--- config.mk ---
export PLATFORM = sky130hd
export DESIGN_NAME = bnb_log2
export DESIGN_NICKNAME = d
export VERILOG_FILES = /design/src/hdl/bnb_log2.sv
export SDC_FILE = /design/constraint.sdc
export NUM_CORES = 2
export LEC_CHECK = 0
export BUFFER_PORTS_ARGS = -buffer_cell sky130_fd_sc_hd__buf_2
export CORE_MARGIN = 2
export CORE_UTILIZATION = 45
export DETAILED_ROUTE_END_ITERATION = 7
export GPL_ROUTABILITY_DRIVEN = 0
export GPL_TIMING_DRIVEN = 0
export SLEW_MARGIN = 10
export SYNTH_ARGS = -nofsm -noshare
export SYNTH_HDL_FRONTEND = slang
export SYNTH_SLANG_ARGS = --single-unit
--- constraint.sdc ---
create_clock -name clk_i -period 9.1 [get_ports clk_i]
set_clock_uncertainty 0.15 [all_clocks]
set_input_delay 0.455 -clock clk_i [delete_from_list [all_inputs] [get_ports clk_i]]
set_output_delay 0.455 -clock clk_i [all_outputs]
set_load 0.02 [all_outputs]
--- src/hdl/bnb_log2.sv ---
// ----------------------------------------------------------------------------
// Fixed-point log2 unit
// Binary-search normalisation, then one squaring step per fraction bit.
// ----------------------------------------------------------------------------
module bnb_log2 #(
  parameter int XW        = 17,
  parameter int FRAC_BITS = 16
) (
  input  logic                  clk_i,
  input  logic                  rst_ni,
  input  logic                  start_i,
  input  logic [XW-1:0]         x_i,
  output logic                  done_o,
  output logic [6+FRAC_BITS-1:0] res_o
);

  localparam int FCW = $clog2(FRAC_BITS);

  typedef enum logic [3:0] {
    L_IDLE = 4'b0001,
    L_NORM = 4'b0010,
    L_SQ   = 4'b0100,
    L_DONE = 4'b1000
  } lstate_e;

  lstate_e             state_q, state_d;
  logic [2:0]          k_q, k_d;
  logic [FCW-1:0]      i_q, i_d;
  logic [63:0]         y_q, y_d;
  logic [5:0]          p_q, p_d;
  logic [31:0]         m_q, m_d;
  logic [FRAC_BITS-1:0] frac_q, frac_d;
  logic                zero_q, zero_d;

  logic [6:0]  sh;
  logic [63:0] mask;
  logic [63:0] y_n;
  logic [5:0]  p_n;
  logic [63:0] prod;
  logic [32:0] mn;

  always_comb begin
    sh   = 7'd32 >> k_q;
    mask = ~({64{1'b1}} >> sh);
    if ((y_q & mask) == 64'd0) begin
      y_n = y_q << sh;
      p_n = p_q - sh[5:0];
    end else begin
      y_n = y_q;
      p_n = p_q;
    end
    prod = 64'(m_q) * 64'(m_q);
    mn   = prod[63:31];
  end

  always_comb begin
    state_d = state_q;
    k_d     = k_q;
    i_d     = i_q;
    y_d     = y_q;
    p_d     = p_q;
    m_d     = m_q;
    frac_d  = frac_q;
    zero_d  = zero_q;
    unique case (state_q)
      L_NORM: begin
        y_d = y_n;
        p_d = p_n;
        k_d = k_q + 3'd1;
        if (k_q == 3'd5) begin
          m_d     = y_n[63:32];
          i_d     = '0;
          state_d = L_SQ;
        end
      end
      L_SQ: begin
        // A square of two or more gives a one bit and halves the mantissa.
        frac_d = {frac_q[FRAC_BITS-2:0], mn[32]};
        m_d    = mn[32] ? mn[32:1] : mn[31:0];
        i_d    = i_q + FCW'(1);
        if (i_q == FCW'(FRAC_BITS - 1)) begin
          state_d = L_DONE;
        end
      end
      L_DONE: state_d = L_IDLE;
      default: state_d = L_IDLE;
    endcase
    if (start_i) begin
      y_d     = 64'(x_i);
      p_d     = 6'd63;
      k_d     = '0;
      zero_d  = (x_i == '0);
      state_d = L_NORM;
    end
  end

  always_ff @(posedge clk_i or negedge rst_ni) begin
    if (!rst_ni) begin
      state_q <= L_IDLE;
      k_q     <= '0;
      i_q     <= '0;
    end else begin
      state_q <= state_d;
      k_q     <= k_d;
      i_q     <= i_d;
    end
  end

  always_ff @(posedge clk_i) begin
    y_q    <= y_d;
    p_q    <= p_d;
    m_q    <= m_d;
    frac_q <= frac_d;
    zero_q <= zero_d;
  end

  assign done_o = (state_q == L_DONE);
  assign res_o  = zero_q ? '0 : {p_q, frac_q};

endmodule

Word-level counts from Yosys, hierarchy flattened:

Index checks and enable logic that the tools add are counted.

* add/sub/neg operators: 3
* multiply operators: 1
* equal/unequal tests: 8
* shift-type cells: 3
* muxes and demuxes: 15
* bitwise gates (word level): 2
* reduce and logical (&&, ||, !) cells: 9

Operators by type and width (number)
* $and A64 B64 Y64: 1
* $logic_not A64 Y1: 1
* $mul A32 B32 Y64: 1
* $mux W32: 2
* $mux W64: 1
* $not A64 Y64: 1
* $pmux W32 S2: 1
* $shl A64 B7 Y64: 1
* $shr A64 B7 Y64 const A: 1
* $mux W17: 2
* $mux W22: 1
* $logic_not A17 Y1: 1
* $mux W4: 4
* $pmux W4 S2: 2
* $eq A4 B4 Y1 const B: 2
* $reduce_and A2 Y1: 4
* $shr A6 B3 Y7 const A: 1
* $mux W3: 2
* $ne A3 B3 Y1 const B: 2
* $reduce_bool A2 Y1: 3
* $sub A6 B6 Y6: 1
* $add A4 B1 Y4 const B: 1
* $eq A4 B2 Y1 const B: 1
* $eq A4 B3 Y1 const B: 1
* 3 further kinds: 3

* register bits: 130
* bits of input ports: 20
* output and inout bits: 23
* word-level logic and storage cells: 51

Depth between registers and ports, before layout:

* depth in word-level cells: 8
* depth in mapped cells: 31
* mapped depth without buffers: 26

Worst setup path after synthesis:

Ideal clock, no wire load.

* path kind: reg2reg
* from: reg m_q[5]
* to: reg m_q[21] (data pin)
* library setup time: 0.151 ns
* data arrival time: 7.731 ns
* required time: 8.799 ns
* slack: 1.068 ns
* stages on the path, launching flop included: 28
* path buffers: 5
* clock period less this slack: 8.032 ns
* cells stage by stage: edfxtp_1 -> clkbuf_1 -> clkbuf_1 -> nand2_1 -> fa_1 -> inv_1 -> fa_1 -> fa_1 -> inv_1 -> fa_1 -> inv_1 -> fa_1 -> fa_1 -> fa_1 -> inv_1 -> fa_1 -> inv_1 -> ha_1 -> buf_2 -> nand4_1 -> or2_2 -> or4_1 -> or3_1 -> o221ai_2 -> buf_6 -> buf_2 -> mux2_2 -> a21oi_1

* longest elaborated chain between the ends: 3

RTL lines
* start, declared: line 31 `logic [31:0] m_q, m_d;`
* start signal, assigned: line 112 `m_q <= m_d;`
* $mul A32 B32 Y64: line 52 `prod = 64'(m_q) * 64'(m_q);`
* $mux W32: line 79 `m_d = mn[32] ? mn[32:1] : mn[31:0];`
* $pmux W32 S2: line 65 `unique case (state_q)`
* named net m_d[21]: line 31

The timed path passes the listed nets, and every way through them passes these cells.
A chain may end at the register's enable or synchronous reset.

Worst setup path after layout:

* from: reg m_q[14]
* to: reg m_q[30] (data pin)

The elaborated chain is that of the path after synthesis.

==> flow_summary.json <==
{
  "cts_bufs_inserted": 17,
  "root_buffer": "sky130_fd_sc_hd__clkbuf_16",
  "port-buffer-count": 42,
  "drive_above_1_share": 0.0910,
  "routed_via_density": 5.77,
  "grt_pass1_wl_um": 208000,
  "syn-num-nets": 5348,
  "drt_first_iter_violations": 3582,
  "postRouteAntennaNets": 0,
  "final-hold-violation-count": 0,
  "cts_tree": "built",
  "postSynthRegisterBits": 130,
  "cp_common_cell": "sky130_fd_sc_hd__fa_1",
  "drv_cap": 0,
  "post-dp-hpwl_um": 113000,
  "drt-pass1-iter-count": 8,
  "vias_in_the_first_global_route": 32993,
  "detail_route.wirelength_um": 138000,
  "grt_start_max_net_pins": 33,
  "dominantRegCellSynth": "sky130_fd_sc_hd__edfxtp_1",
  "timing_worst_slew_pin_value_ns": 1.04,
  "fin_crit_ns": 8.99,
  "asyncSetResetFlopFracSynth": 0.0846,
  "finalMaxSlewViolations": 0,
  "final-seq-area_um2": 3320,
  "count_of_endpoints_failing_setup_in_the_final_report": 0,
  "vias": 31740,
  "fmax_mhz": 111,
  "drc": 10,
  "start_util": 0.455,
  "multiInputGateArea_um2": 31600,
  "min-delay-path-class": "input pin to flip-flop",
  "failed_checks": "design-rule violations",
  "slew_headroom": 0.305,
  "worstSkewPairLatency_ns": 0.45,
  "synthesis.area_per_instance_um2": 9.35,
  "floorplan.die.height_um": 300,
  "cts.clk_slew.worst_paths_ns": 0.07,
  "post_synth_num_cell_types": 93,
  "die_width_um": 300,
  "synth.yosys.warnings": 0,
  "cts-htree-levels": 4,
  "seq_area_frac_synth": 0.0840,
  "grt.overflow.total": 0,
  "worstPathCellList": "clkbuf_2 -> nand2_1 -> fa_1 -> inv_1 -> fa_1 -> inv_1 -> fa_1 -> fa_1 -> inv_1 -> fa_1 -> fa_1 -> fa_1 -> fa_1 -> ha_1 -> a21oi_1 -> o21ai_0 -> a2111oi_0 -> nand3_1 -> buf_4 -> a31oi_4 -> a22oi_1 -> a221oi_2 -> xor2_1 -> a222oi_1",
  "area_growth_syn_to_layout_pct": 7.54,
  "worst_stage_delay_on_the_critical_path_ns": 0.60,
  "final_cell_area_um2": 42500,
  "n_fill_cell": 8226,
  "period_share": 0.988,
  "number_of_flops_mapped_to_enable_cells_by_yosys": 66,
  "floorplan.io_pins": 43,
  "grt_antenna_before_repair": 4,
  "worst_setup_path_end_kind": "flip-flop",
  "routedWlPerCell_um": 25.1,
  "critPathKind": "flip-flop to flip-flop",
  "ctsLongestPathBuffers": 2,
  "grt_use_total": 0.312,
  "placed_cells": 5424,
  "placementRows": 108,
  "placement_stage_cell_area_um2": 41200,
  "clock_sinks": 130,
  "nNetsFinal": 5450,
  "outcome": "finished, violations left",
  "die_area_um2": 90200,
  "crit_fanout": 10,
  "startpoint_type": "flip-flop",
  "worst_ep_required_time_ns": 9.13,
  "post_synth_inst_count": 4226,
  "layoutNonFillerInstCount": 5499,
  "timing.final.ws_setup_ns": 0.105,
  "synth_area_um2": 39500,
  "placement.setup.worst_slack_ns": -1.52,
  "cp_slowest_cell": "sky130_fd_sc_hd__fa_1",
  "core-area_um2": 86900,
  "crit_arrival_ns": 9.02
}
==> synthesized netlist by cell type, types with 15 or more instances <==
cell type / n / area, µm²
sky130_fd_sc_hd__xnor2_1: 37 / 324
sky130_fd_sc_hd__buf_4: 16 / 120
sky130_fd_sc_hd__and2_1: 232 / 1450
sky130_fd_sc_hd__ha_1: 310 / 3880
sky130_fd_sc_hd__nand3_1: 36 / 180
sky130_fd_sc_hd__o21bai_1: 15 / 113
sky130_fd_sc_hd__nor2_1: 157 / 589
sky130_fd_sc_hd__fa_1: 792 / 15900
sky130_fd_sc_hd__xor2_1: 44 / 385
sky130_fd_sc_hd__nand2_1: 381 / 1430
sky130_fd_sc_hd__nor3_1: 46 / 230
sky130_fd_sc_hd__o21a_1: 21 / 158
sky130_fd_sc_hd__nor2b_1: 38 / 238
sky130_fd_sc_hd__a22oi_1: 20 / 150
sky130_fd_sc_hd__o211ai_1: 25 / 188
sky130_fd_sc_hd__nand4_1: 25 / 156
sky130_fd_sc_hd__mux2i_1: 104 / 1040
sky130_fd_sc_hd__edfxtp_1: 66 / 1980
sky130_fd_sc_hd__o21ai_0: 87 / 435
sky130_fd_sc_hd__inv_1: 997 / 3740
sky130_fd_sc_hd__buf_2: 28 / 140
sky130_fd_sc_hd__dfxtp_1: 53 / 1060
sky130_fd_sc_hd__mux4_2: 70 / 1580
sky130_fd_sc_hd__o22ai_1: 17 / 106
sky130_fd_sc_hd__a21oi_1: 146 / 731
sky130_fd_sc_hd__a21o_1: 34 / 255
sky130_fd_sc_hd__clkbuf_1: 157 / 589
sky130_fd_sc_hd__a22o_1: 15 / 131
==> cells in the final DEF, fill, tap and decap left out, drive strengths merged, types with 17 or more instances in the layout <==
cell	count
inv	1002
fa	792
nand2	384
ha	310
and2	233
buf	174
nor2	158
a21oi	146
clkbuf	139
mux2i	104
o21ai	88
mux4	70
edfxtp	66
dfxtp	53
nor3	48
xor2	44
nor2b	38
xnor2	37
nand3	36
a21o	34
nand4	26
o211ai	25
o21a	21
a22oi	20
o22ai	17
==> sequential cells by signal, indices dropped and copies added (netlist names) <==
signal   flops
y_q         64
m_q         32
frac_q      16
p_q          6
i_q          4
state_q      4
k_q          3
zero_q       1
==> metal layers <==
layer	vias to the layer above	part of all wire	GRT usage
li1	13466	-	-
met1	15985	0.39	0.412
met2	1861	0.45	0.496
met3	428	0.10	0.0664
met4	0	0.057	0.139
met5	-	0	0
==> kinds of logic (layout without fill, tap and decap cells) <==
group	after synthesis	after routing	synth area share
adders and majority gates	1102	1102	0.500
AOI/OAI and AO/OA	518	518	0.0877
muxes	183	183	0.0688
and+or+nand+nor	997	997	0.124
buffers and inverters	1215	1330	0.118
other	0	3	0
xor gates and xnor gates	81	81	0.0180
DFF	130	130	0.0840
==> repair_timing <==
action | CTS | global route
hold endpoints to repair | 11 | 0
hold buffers | 1 | 0
cloned | 0 | 0
pin swaps | 3 | 2
setup endpoints to repair | 33 | 32
buffers inserted | 23 | 21
resized for setup | 116 | 123
==> worst paths after layout <==
path                       depth (start not counted)                 start  slack (ns)                endpoint
setup reg to reg                                  24     m_q[14]$_DFFE_PP_        0.11       m_q[30]$_DFFE_PP_
min in group asynchronous                          2                rst_ni        0.27      i_q[2]$_DFFE_PN0P_
hold reg to reg                                    0  frac_q[14]$_DFFE_PP_        0.29    frac_q[15]$_DFFE_PP_
setup / recovery                                  24     m_q[14]$_DFFE_PP_        0.11       m_q[30]$_DFFE_PP_
max in group asynchronous                          2                rst_ni        8.27  state_q[0]$_DFFE_PN1P_
hold / removal                                     1               start_i        0.07        zero_q$_DFFE_PP_
==> area by class of cell <==
cell class	count	area share
Multi-Input combinational cell	2881	0.743
Timing Repair Buffer	88	0.0137
Clock inverter	13	0.00362
Buffer	207	0.0278
Tap cell	1155	0.0340
Sequential cell	130	0.0781
Antenna cell	3	0.000177
Clock buffer	19	0.0102
Inverter	1003	0.0889
==> critical path: cells and delay by family (launching register included) <==
family,cells,cell delay (ns)
AO/OA/AOI/OAI,7,2.21
flip-flops,1,0.51
buffers and inverters,5,0.76
adder cells (fa/ha/maj),9,4.56
AND/OR/NAND/NOR,2,0.38
XOR/XNOR,1,0.14
==> stage by stage <==
step,TNS (ns),utilization,hold slack (ns)
finish,0,0.489,0.0749
global route,-0.111,0.489,0.0730
CTS,-0.00147,0.486,0.0635
detailed placement,-42.06,0.474,0.184
global placement,-45.01,0.474,0.184
floorplan,0,-,0.00941
Power is not shown: default switching activity piles up to over one toggle a cycle in this logic, so the estimate is an artifact.
